--- config.mk ---
export PLATFORM = sky130hd
export DESIGN_NAME = ax25_frame_header_validator
export DESIGN_NICKNAME = d
export VERILOG_FILES = /design/src/rtl/ax25fhv_pkg.sv /design/src/rtl/ax25_frame_header_validator.sv /design/src/rtl/ax25fhv_track.sv /design/src/rtl/ax25fhv_class.sv
export SDC_FILE = /design/constraint.sdc
export NUM_CORES = 1
export LEC_CHECK = 0
export BUFFER_PORTS_ARGS = -buffer_cell sky130_fd_sc_hd__buf_2
export CORE_AREA = 4 4 112 125
export DETAILED_ROUTE_END_ITERATION = 6
export DIE_AREA = 0 0 116 129
export PLACE_DENSITY_LB_ADDON = 0.3
export RECOVER_POWER = 25
export SYNTH_ARGS = -nofsm -noshare
export SYNTH_HDL_FRONTEND = slang
export SYNTH_SLANG_ARGS = --single-unit
--- constraint.sdc ---
create_clock -name aclk -period 7.76 [get_ports aclk]
set_input_delay 1.552 -clock aclk [delete_from_list [all_inputs] [get_ports aclk]]
set_output_delay 1.552 -clock aclk [all_outputs]
set_load 0.01 [all_outputs]
--- src/rtl/ax25fhv_pkg.sv ---
// Types and constants for the AX.25 frame header validator
package ax25fhv_pkg;

    localparam int unsigned DATA_W   = 8;
    localparam int unsigned LEN_W    = 12;
    localparam int unsigned COUNT_W  = 13;
    localparam int unsigned POS_W    = 7;
    localparam int unsigned SLOT_W   = 3;
    localparam int unsigned CFG_IDX_W = 1;

    localparam logic [CFG_IDX_W-1:0] CFG_MAX_FRAME_LEN = 1'd0;
    localparam logic [CFG_IDX_W-1:0] CFG_MAX_INFO_LEN  = 1'd1;

    localparam logic [LEN_W-1:0] MAX_FRAME_LEN_RST = 12'd330;
    localparam logic [LEN_W-1:0] MAX_INFO_LEN_RST  = 12'd256;

    localparam logic [COUNT_W-1:0] COUNT_SAT     = 13'd4096;
    localparam logic [COUNT_W-1:0] MIN_FRAME_LEN = 13'd15;

    localparam logic [SLOT_W-1:0] SSID_SLOT     = 3'd6;
    localparam logic [POS_W-1:0]  GROUP_LEN     = 7'd7;
    localparam logic [POS_W-1:0]  REPEATER_BASE = 7'd14;

    localparam logic [6:0] CH_SPACE = 7'h20;
    localparam logic [6:0] CH_UPPER_A = 7'h41;
    localparam logic [6:0] CH_UPPER_Z = 7'h5a;
    localparam logic [6:0] CH_DIGIT_0 = 7'h30;
    localparam logic [6:0] CH_DIGIT_9 = 7'h39;

    localparam logic [DATA_W-1:0] SSID_H_BIT  = 8'h80;
    localparam logic [DATA_W-1:0] CTRL_PF_BIT = 8'h10;
    localparam logic [3:0]        CTRL_SREJ   = 4'hd;
    localparam logic [DATA_W-1:0] CTRL_UI     = 8'h03;
    localparam logic [DATA_W-1:0] CTRL_XID    = 8'haf;
    localparam logic [DATA_W-1:0] CTRL_TEST   = 8'he3;
    localparam logic [DATA_W-1:0] CTRL_SABM   = 8'h2f;
    localparam logic [DATA_W-1:0] CTRL_SABME  = 8'h6f;
    localparam logic [DATA_W-1:0] CTRL_DISC   = 8'h43;
    localparam logic [DATA_W-1:0] CTRL_UA     = 8'h63;
    localparam logic [DATA_W-1:0] CTRL_DM     = 8'h0f;
    localparam logic [DATA_W-1:0] PID_NO_L3   = 8'hf0;

    typedef struct packed {
        logic               addr_done;
        logic               addr_error;
        logic [POS_W-1:0]   ctrl_position;
        logic [DATA_W-1:0]  ctrl_byte;
        logic [DATA_W-1:0]  pid_byte;
        logic [COUNT_W-1:0] frame_len;
    } frame_status_t;

endpackage

--- src/rtl/ax25_frame_header_validator.sv ---
// Top level of the AX.25 frame header validator
//
//  Channel  Handshake             Payload
//  s_       s_valid / s_ready     s_data_byte, s_last_byte
//  m_       m_valid / m_ready     m_frame_ok, m_ui_frame, m_control_offset
//  cfg_     cfg_valid / cfg_ready cfg_index, cfg_data
//
// One byte per cycle unless a last byte waits on a stalled result: input register,
// one level of parse/classify logic, result register.
// Reset (synchronous, aresetn low) clears frame state and loads default limits.
// A stalled result blocks the next last byte and the bytes behind it; earlier bytes keep flowing.
module ax25_frame_header_validator
    import ax25fhv_pkg::*;
#(
    parameter int unsigned MAX_ADDRESSES = 10
) (
    input  logic                 aclk,
    input  logic                 aresetn,
    input  logic                 s_valid,
    output logic                 s_ready,
    input  logic [DATA_W-1:0]    s_data_byte,
    input  logic                 s_last_byte,
    output logic                 m_valid,
    input  logic                 m_ready,
    output logic                 m_frame_ok,
    output logic                 m_ui_frame,
    output logic [POS_W-1:0]     m_control_offset,
    input  logic                 cfg_valid,
    output logic                 cfg_ready,
    input  logic [CFG_IDX_W-1:0] cfg_index,
    input  logic [LEN_W-1:0]     cfg_data
);

    logic               in_valid_reg;
    logic [DATA_W-1:0]  in_data_reg;
    logic               in_last_reg;
    logic               out_valid_reg, out_valid_next;
    logic               frame_ok_reg;
    logic               ui_frame_reg;
    logic [POS_W-1:0]   control_offset_reg;
    logic [LEN_W-1:0]   max_frame_len_reg;
    logic [LEN_W-1:0]   max_info_len_reg;
    logic               step;
    logic               frame_ok;
    logic               ui_frame;
    logic [POS_W-1:0]   control_offset;
    frame_status_t      status;

    assign step           = in_valid_reg && (!in_last_reg || !out_valid_reg || m_ready);
    assign s_ready        = !in_valid_reg || step;
    assign cfg_ready      = 1'b1;
    assign out_valid_next = (out_valid_reg && !m_ready) || (step && in_last_reg);

    ax25fhv_track #(
        .MAX_ADDRESSES(MAX_ADDRESSES)
    ) u_track (
        .aclk      (aclk),
        .aresetn   (aresetn),
        .step      (step),
        .data_byte (in_data_reg),
        .last_byte (in_last_reg),
        .status    (status)
    );

    ax25fhv_class u_class (
        .status         (status),
        .max_frame_len  (max_frame_len_reg),
        .max_info_len   (max_info_len_reg),
        .frame_ok       (frame_ok),
        .ui_frame       (ui_frame),
        .control_offset (control_offset)
    );

    always_ff @(posedge aclk) begin
        if (!aresetn) begin
            in_valid_reg      <= 1'b0;
            out_valid_reg     <= 1'b0;
            max_frame_len_reg <= MAX_FRAME_LEN_RST;
            max_info_len_reg  <= MAX_INFO_LEN_RST;
        end else begin
            out_valid_reg <= out_valid_next;
            if (s_ready) begin
                in_valid_reg <= s_valid;
            end
            if (cfg_valid && cfg_ready) begin
                unique case (cfg_index)
                    CFG_MAX_FRAME_LEN: max_frame_len_reg <= cfg_data;
                    CFG_MAX_INFO_LEN:  max_info_len_reg  <= cfg_data;
                    default: ;
                endcase
            end
        end
    end

    always_ff @(posedge aclk) begin
        if (s_valid && s_ready) begin
            in_data_reg <= s_data_byte;
            in_last_reg <= s_last_byte;
        end
        if (step && in_last_reg) begin
            frame_ok_reg       <= frame_ok;
            ui_frame_reg       <= ui_frame;
            control_offset_reg <= control_offset;
        end
    end

    assign m_valid          = out_valid_reg;
    assign m_frame_ok       = frame_ok_reg;
    assign m_ui_frame       = ui_frame_reg;
    assign m_control_offset = control_offset_reg;

endmodule

--- src/rtl/ax25fhv_track.sv ---
// Per-frame address field parser and control/PID capture
module ax25fhv_track
    import ax25fhv_pkg::*;
#(
    parameter int unsigned MAX_ADDRESSES = 10
) (
    input  logic                aclk,
    input  logic                aresetn,
    input  logic                step,
    input  logic [DATA_W-1:0]   data_byte,
    input  logic                last_byte,
    output frame_status_t       status
);

    localparam logic [POS_W-1:0] ADDR_LIMIT = POS_W'(7 * MAX_ADDRESSES);

    logic [COUNT_W-1:0] byte_count_reg, byte_count_next;
    logic [SLOT_W-1:0]  group_slot_reg, group_slot_next;
    logic [POS_W-1:0]   group_base_reg, group_base_next;
    logic               address_done_reg, address_done_next;
    logic               address_error_reg, address_error_next;
    logic               padding_seen_reg, padding_seen_next;
    logic               repeater_unused_reg, repeater_unused_next;
    logic [POS_W-1:0]   ctrl_position_reg, ctrl_position_next;
    logic [DATA_W-1:0]  ctrl_byte_reg, ctrl_byte_next;
    logic [DATA_W-1:0]  pid_byte_reg, pid_byte_next;
    logic [COUNT_W-1:0] frame_len;
    logic [COUNT_W-1:0] ctrl_pos_wide;
    logic [6:0]         ch;
    logic               ch_ok;
    logic               repeater_error;

    assign ch    = data_byte[7:1];
    assign ch_ok = (ch >= CH_UPPER_A && ch <= CH_UPPER_Z) ||
                   (ch >= CH_DIGIT_0 && ch <= CH_DIGIT_9);
    assign ctrl_pos_wide = {{(COUNT_W-POS_W){1'b0}}, ctrl_position_reg};
    assign frame_len     = byte_count_reg + 13'd1;

    always_comb begin
        group_slot_next      = group_slot_reg;
        group_base_next      = group_base_reg;
        address_done_next    = address_done_reg;
        address_error_next   = address_error_reg;
        padding_seen_next    = padding_seen_reg;
        repeater_unused_next = repeater_unused_reg;
        ctrl_position_next   = ctrl_position_reg;
        ctrl_byte_next       = ctrl_byte_reg;
        pid_byte_next        = pid_byte_reg;
        repeater_error       = 1'b0;
        if (address_done_reg && !address_error_reg) begin
            if (byte_count_reg == ctrl_pos_wide) begin
                ctrl_byte_next = data_byte;
            end else if (byte_count_reg == ctrl_pos_wide + 13'd1) begin
                pid_byte_next = data_byte;
            end
        end else if (!address_error_reg) begin
            if (group_slot_reg < SSID_SLOT) begin
                if (data_byte[0]) begin
                    address_error_next = 1'b1;
                end else if (ch == CH_SPACE && group_slot_reg != '0) begin
                    padding_seen_next = 1'b1;
                end else if (padding_seen_reg || !ch_ok) begin
                    address_error_next = 1'b1;
                end
                group_slot_next = group_slot_reg + 3'd1;
            end else begin
                if (group_base_reg >= REPEATER_BASE) begin
                    if ((data_byte & SSID_H_BIT) == '0) begin
                        repeater_unused_next = 1'b1;
                    end else if (repeater_unused_reg) begin
                        repeater_error = 1'b1;
                    end
                end
                if (repeater_error) begin
                    address_error_next = 1'b1;
                end else if (data_byte[0]) begin
                    if (group_base_reg >= GROUP_LEN) begin
                        address_done_next  = 1'b1;
                        ctrl_position_next = group_base_reg + GROUP_LEN;
                    end else begin
                        address_error_next = 1'b1;
                    end
                end else begin
                    group_slot_next   = '0;
                    padding_seen_next = 1'b0;
                    group_base_next   = group_base_reg + GROUP_LEN;
                    if (group_base_next >= ADDR_LIMIT) begin
                        address_error_next = 1'b1;
                    end
                end
            end
        end
        byte_count_next = (byte_count_reg < COUNT_SAT) ? frame_len : byte_count_reg;
    end

    always_comb begin
        status.addr_done     = address_done_next;
        status.addr_error    = address_error_next;
        status.ctrl_position = ctrl_position_next;
        status.ctrl_byte     = ctrl_byte_next;
        status.pid_byte      = pid_byte_next;
        status.frame_len     = frame_len;
    end

    always_ff @(posedge aclk) begin
        if (!aresetn || (step && last_byte)) begin
            byte_count_reg      <= '0;
            group_slot_reg      <= '0;
            group_base_reg      <= '0;
            address_done_reg    <= 1'b0;
            address_error_reg   <= 1'b0;
            padding_seen_reg    <= 1'b0;
            repeater_unused_reg <= 1'b0;
            ctrl_position_reg   <= '0;
            ctrl_byte_reg       <= '0;
            pid_byte_reg        <= '0;
        end else if (step) begin
            byte_count_reg      <= byte_count_next;
            group_slot_reg      <= group_slot_next;
            group_base_reg      <= group_base_next;
            address_done_reg    <= address_done_next;
            address_error_reg   <= address_error_next;
            padding_seen_reg    <= padding_seen_next;
            repeater_unused_reg <= repeater_unused_next;
            ctrl_position_reg   <= ctrl_position_next;
            ctrl_byte_reg       <= ctrl_byte_next;
            pid_byte_reg        <= pid_byte_next;
        end
    end

endmodule

--- src/rtl/ax25fhv_class.sv ---
// Control field classification and length checks for the frame verdict
module ax25fhv_class
    import ax25fhv_pkg::*;
(
    input  frame_status_t       status,
    input  logic [LEN_W-1:0]    max_frame_len,
    input  logic [LEN_W-1:0]    max_info_len,
    output logic                frame_ok,
    output logic                ui_frame,
    output logic [POS_W-1:0]    control_offset
);

    logic [COUNT_W-1:0] len;
    logic [COUNT_W-1:0] pos;
    logic [COUNT_W-1:0] info1;
    logic [COUNT_W-1:0] info2;
    logic [COUNT_W-1:0] info_lim;
    logic [DATA_W-1:0]  ctrl;
    logic               addr_ok;
    logic               u_cmd_ok;
    logic               ok;

    assign len      = status.frame_len;
    assign pos      = {{(COUNT_W-POS_W){1'b0}}, status.ctrl_position};
    assign info1    = len - pos - 13'd1;
    assign info2    = len - pos - 13'd2;
    assign info_lim = {1'b0, max_info_len};
    assign ctrl     = status.ctrl_byte & ~CTRL_PF_BIT;

    assign addr_ok = status.addr_done && !status.addr_error && len >= MIN_FRAME_LEN &&
                     len <= {1'b0, max_frame_len} && pos < len;

    always_comb begin
        case (ctrl) inside
            CTRL_SABM, CTRL_SABME, CTRL_DISC, CTRL_UA, CTRL_DM: u_cmd_ok = 1'b1;
            default: u_cmd_ok = 1'b0;
        endcase
    end

    always_comb begin
        if (!ctrl[0] || ctrl == CTRL_UI) begin
            ok = (len >= pos + 13'd2) && (info2 <= info_lim);
        end else if (ctrl[1:0] == 2'b01) begin
            ok = (len == pos + 13'd1) && (ctrl[3:0] != CTRL_SREJ);
        end else if (ctrl == CTRL_XID || ctrl == CTRL_TEST) begin
            ok = info1 <= info_lim;
        end else begin
            ok = (len == pos + 13'd1) && u_cmd_ok;
        end
    end

    assign frame_ok       = addr_ok && ok;
    assign ui_frame       = addr_ok && (len >= pos + 13'd3) && (info2 <= info_lim) &&
                            status.ctrl_byte == CTRL_UI && status.pid_byte == PID_NO_L3;
    assign control_offset = addr_ok ? status.ctrl_position : '0;

endmodule

==> metrics.txt <==
GPL Wtd Cong roughly 0.99; Post-Route Setup TNS 0 ns; Num CTS Buffers 9; Mean Syn Cell Area 8.16 sq um; fin crit period 6.32 ns; pwr dens 166 mW/mm^2; Die ar. 0.0150 sq mm; Core Util, Final 0.634; crit path launch type flip-flop; average wire per standard cell 16.1 um; worst reg-to-reg setup slack 1.44 ns; Root Driver clkbuf_16; Worst-Skew Late Latency 0.36 ns; Post-CTS Setup Bufs 0; initial antenna violation count 0; synthesized area 0.00749 sq mm; io pins 39; outcome finished, final reports clean; share of layout cells above drive strength 1 0.0876; final period utilization 0.814; final slew viol count 0; initial DRC count 524; Tot Pwr ~0.0013 W; Crit Path Max Fanout 15; I/O Buffers 37; EDFF count, synth 18; Largest register FFs 13; CTS clock-pin slew for the worst setup and hold paths 0.07 ns; first-pass GRT wire length roughly 29000 um; CTS sink count 94; GRT Total Usage 0.242; Post-Syn Nets 1019; Final HPWL DP 13300 um; Worst Hold Class flip-flop to flip-flop; H-tree levels 3; Die W 116 um; final wirelength 17500 um; Worst setup EP type flip-flop; Vias/cell approximately 6; Overflow after GRT 0; FMAX about 160 MHz; die height 129 um; Rel. slew slack 0.271; Fin. Hold Viols 0; CTS tree done; number of synthesized register bits 94; Final nets 1021; Final setup viols 0; post-CTS sizing 0; DRT Pass-1 Iters 7; Max Cap Violations 0; worst r2r src u_track.group_base_reg[0]; largest net degree at the start of global routing 51; number of remaining DRC errors 0; ys async rst share 0; hold_sp max_info_len_reg[3]; vias post-DR 6377; top cell type's share of synthesized area 0.203; Peak VDD IR 0.000120 V; Worst Setup Path Type flip-flop to flip-flop; commonest cells after routing, fill and taps aside nor2_1, nand2_1, dfxtp_1; reg2reg end m_frame_ok; Leak 3.29 nW; most common cell after layout, fill and taps aside nor2_1; worst path arrival time 6.51 ns; Worst EP required 7.96 ns; Area contributors post-synth dfxtp_1, ha_1, edfxtp_1; number of global-route vias before repair 6059; synth warn 0; Distinct cells, synth 78; initial cell density of the core 0.595; cell taking the most area after synthesis dfxtp_1; RSZ-0062 raised after global routing false; worst-margin pin slew 1.07 ns; Final ANT Viol Nets 0; CORE AREA approximately 0.013 sq mm; clock skew 0.0101 ns; register area share after synthesis 0.275; Syn Inst Count 918; Top FF cell, synth dfxtp_1; WHS Endpoint max_info_len_reg[3]; row cnt 43; Longest Clk Path Bufs 2; worst hold path cell count 2; area grow syn2layout 6.52%; Antenna Cells 0; cts-stage hold buffer count 0; Worst Reg2Reg Path Length in Cells 22
worst max-delay path: stages (launching register included):
cell      delay, ns
dfxtp_1        0.48
inv_1          0.14
ha_1           0.21
o211ai_1       0.21
a21oi_2        0.15
nor4_4         0.92
mux2i_1        0.64
ha_1           0.47
nor2_1         0.11
a21oi_2        0.20
nor4_1         0.08
a311oi_2       0.43
nand2_1        0.14
nor2_1         0.22
nand3b_1       0.21
nor3_1         0.26
xor2_1         0.18
ha_1           0.26
and3_1         0.20
a221oi_1       0.27
a31o_2         0.16
nand3_1        0.07
a31oi_1        0.14
Yosys cell counts (3+ instances only):
cell type and instances:
a21oi_1 42, a211o_1 3, o21ai_0 19, nand4_1 19
nand2_1 101, xor2_1 43, a21o_1 11, o211ai_1 9
buf_2 6, buf_4 7, ha_1 73, a2111oi_0 5
nor3_1 29, a211oi_1 6, a31oi_1 9, and2_1 5
o22ai_1 3, a21boi_0 21, nor4_1 8, a21oi_2 3
o21bai_1 3, nand2b_1 13, inv_1 51, nand3_1 24
or3_1 7, o21a_1 9, dfxtp_1 76, and3_1 10
o21ai_1 3, a41oi_1 3, nand3b_1 5, clkbuf_1 31
xnor2_1 47, nor2b_1 10, or2_2 4, edfxtp_1 18
nor2_1 106, mux2i_1 22, nor3b_1 6
layout make-up:
class                   instances  area [sq um]
well taps                     157           196
fillers                      1114          4610
clock inverters                 4          58.8
repair buffers                 37           174
flip-flops and latches         94          2060
inverters                      53           199
multi-input cells             725          5010
clock buffers                  12           278
logic make-up after synthesis:
| group | synth area share |
|---|---|
| adders and majority gates | 0.125 |
| xor gates and xnor gates | 0.115 |
| buffers and inverters | 0.0561 |
| DFF | 0.275 |
| AOI/OAI and AO/OA | 0.148 |
| muxes | 0.0376 |
| other | 0.000501 |
| and+or+nand+nor | 0.243 |
metrics by stage:
| step | instance area (sq um) | cells | worst slack, ns | hold slack (ns) |
|---|---|---|---|---|
| after floorplan | 7490 | 918 | 2.26 | 0.440 |
| after global placement | 7650 | 1066 | 1.70 | 0.450 |
| after detailed placement | 7650 | 1066 | 1.53 | 0.457 |
| after CTS | 7990 | 1082 | 1.51 | 0.466 |
| after global routing | 7980 | 1082 | 0.848 | 0.481 |
| final | 7980 | 1082 | 1.44 | 0.464 |
per-layer routing:
| metal | wire (um) | part of all wire | track usage | vias to the layer above |
|---|---|---|---|---|
| met2 | 8620 | 0.49 | 0.424 | 157 |
| li1 | - | - | - | 3205 |
| met1 | 7650 | 0.44 | 0.301 | 2965 |
| met4 | 534 | 0.031 | 0.0949 | 0 |
| met3 | 657 | 0.038 | 0.0310 | 50 |
| met5 | 0 | 0 | 0 | - |
power breakdown:
group	leakage (nW)	internal (W)	switching, W
clock	0.166	0.000291	0.000202
combinational	2.32	0.000132	0.000175
sequential	0.799	0.000510	0.0000150
worst max path at each step:
stage	startpoint	to	slack, ns	cells after the start
global placement	u_track.group_base_reg[0]	m_ui_frame	1.70	21
finish	u_track.group_base_reg[0]	m_frame_ok	1.44	22
floorplan	u_track.group_base_reg[0]	m_ui_frame	2.26	22
global route	u_track.group_base_reg[0]	m_ui_frame	0.85	22
detailed placement	u_track.group_base_reg[0]	m_ui_frame	1.53	21
CTS	u_track.group_base_reg[0]	m_ui_frame	1.51	21
(Power assumes the default switching activity.)
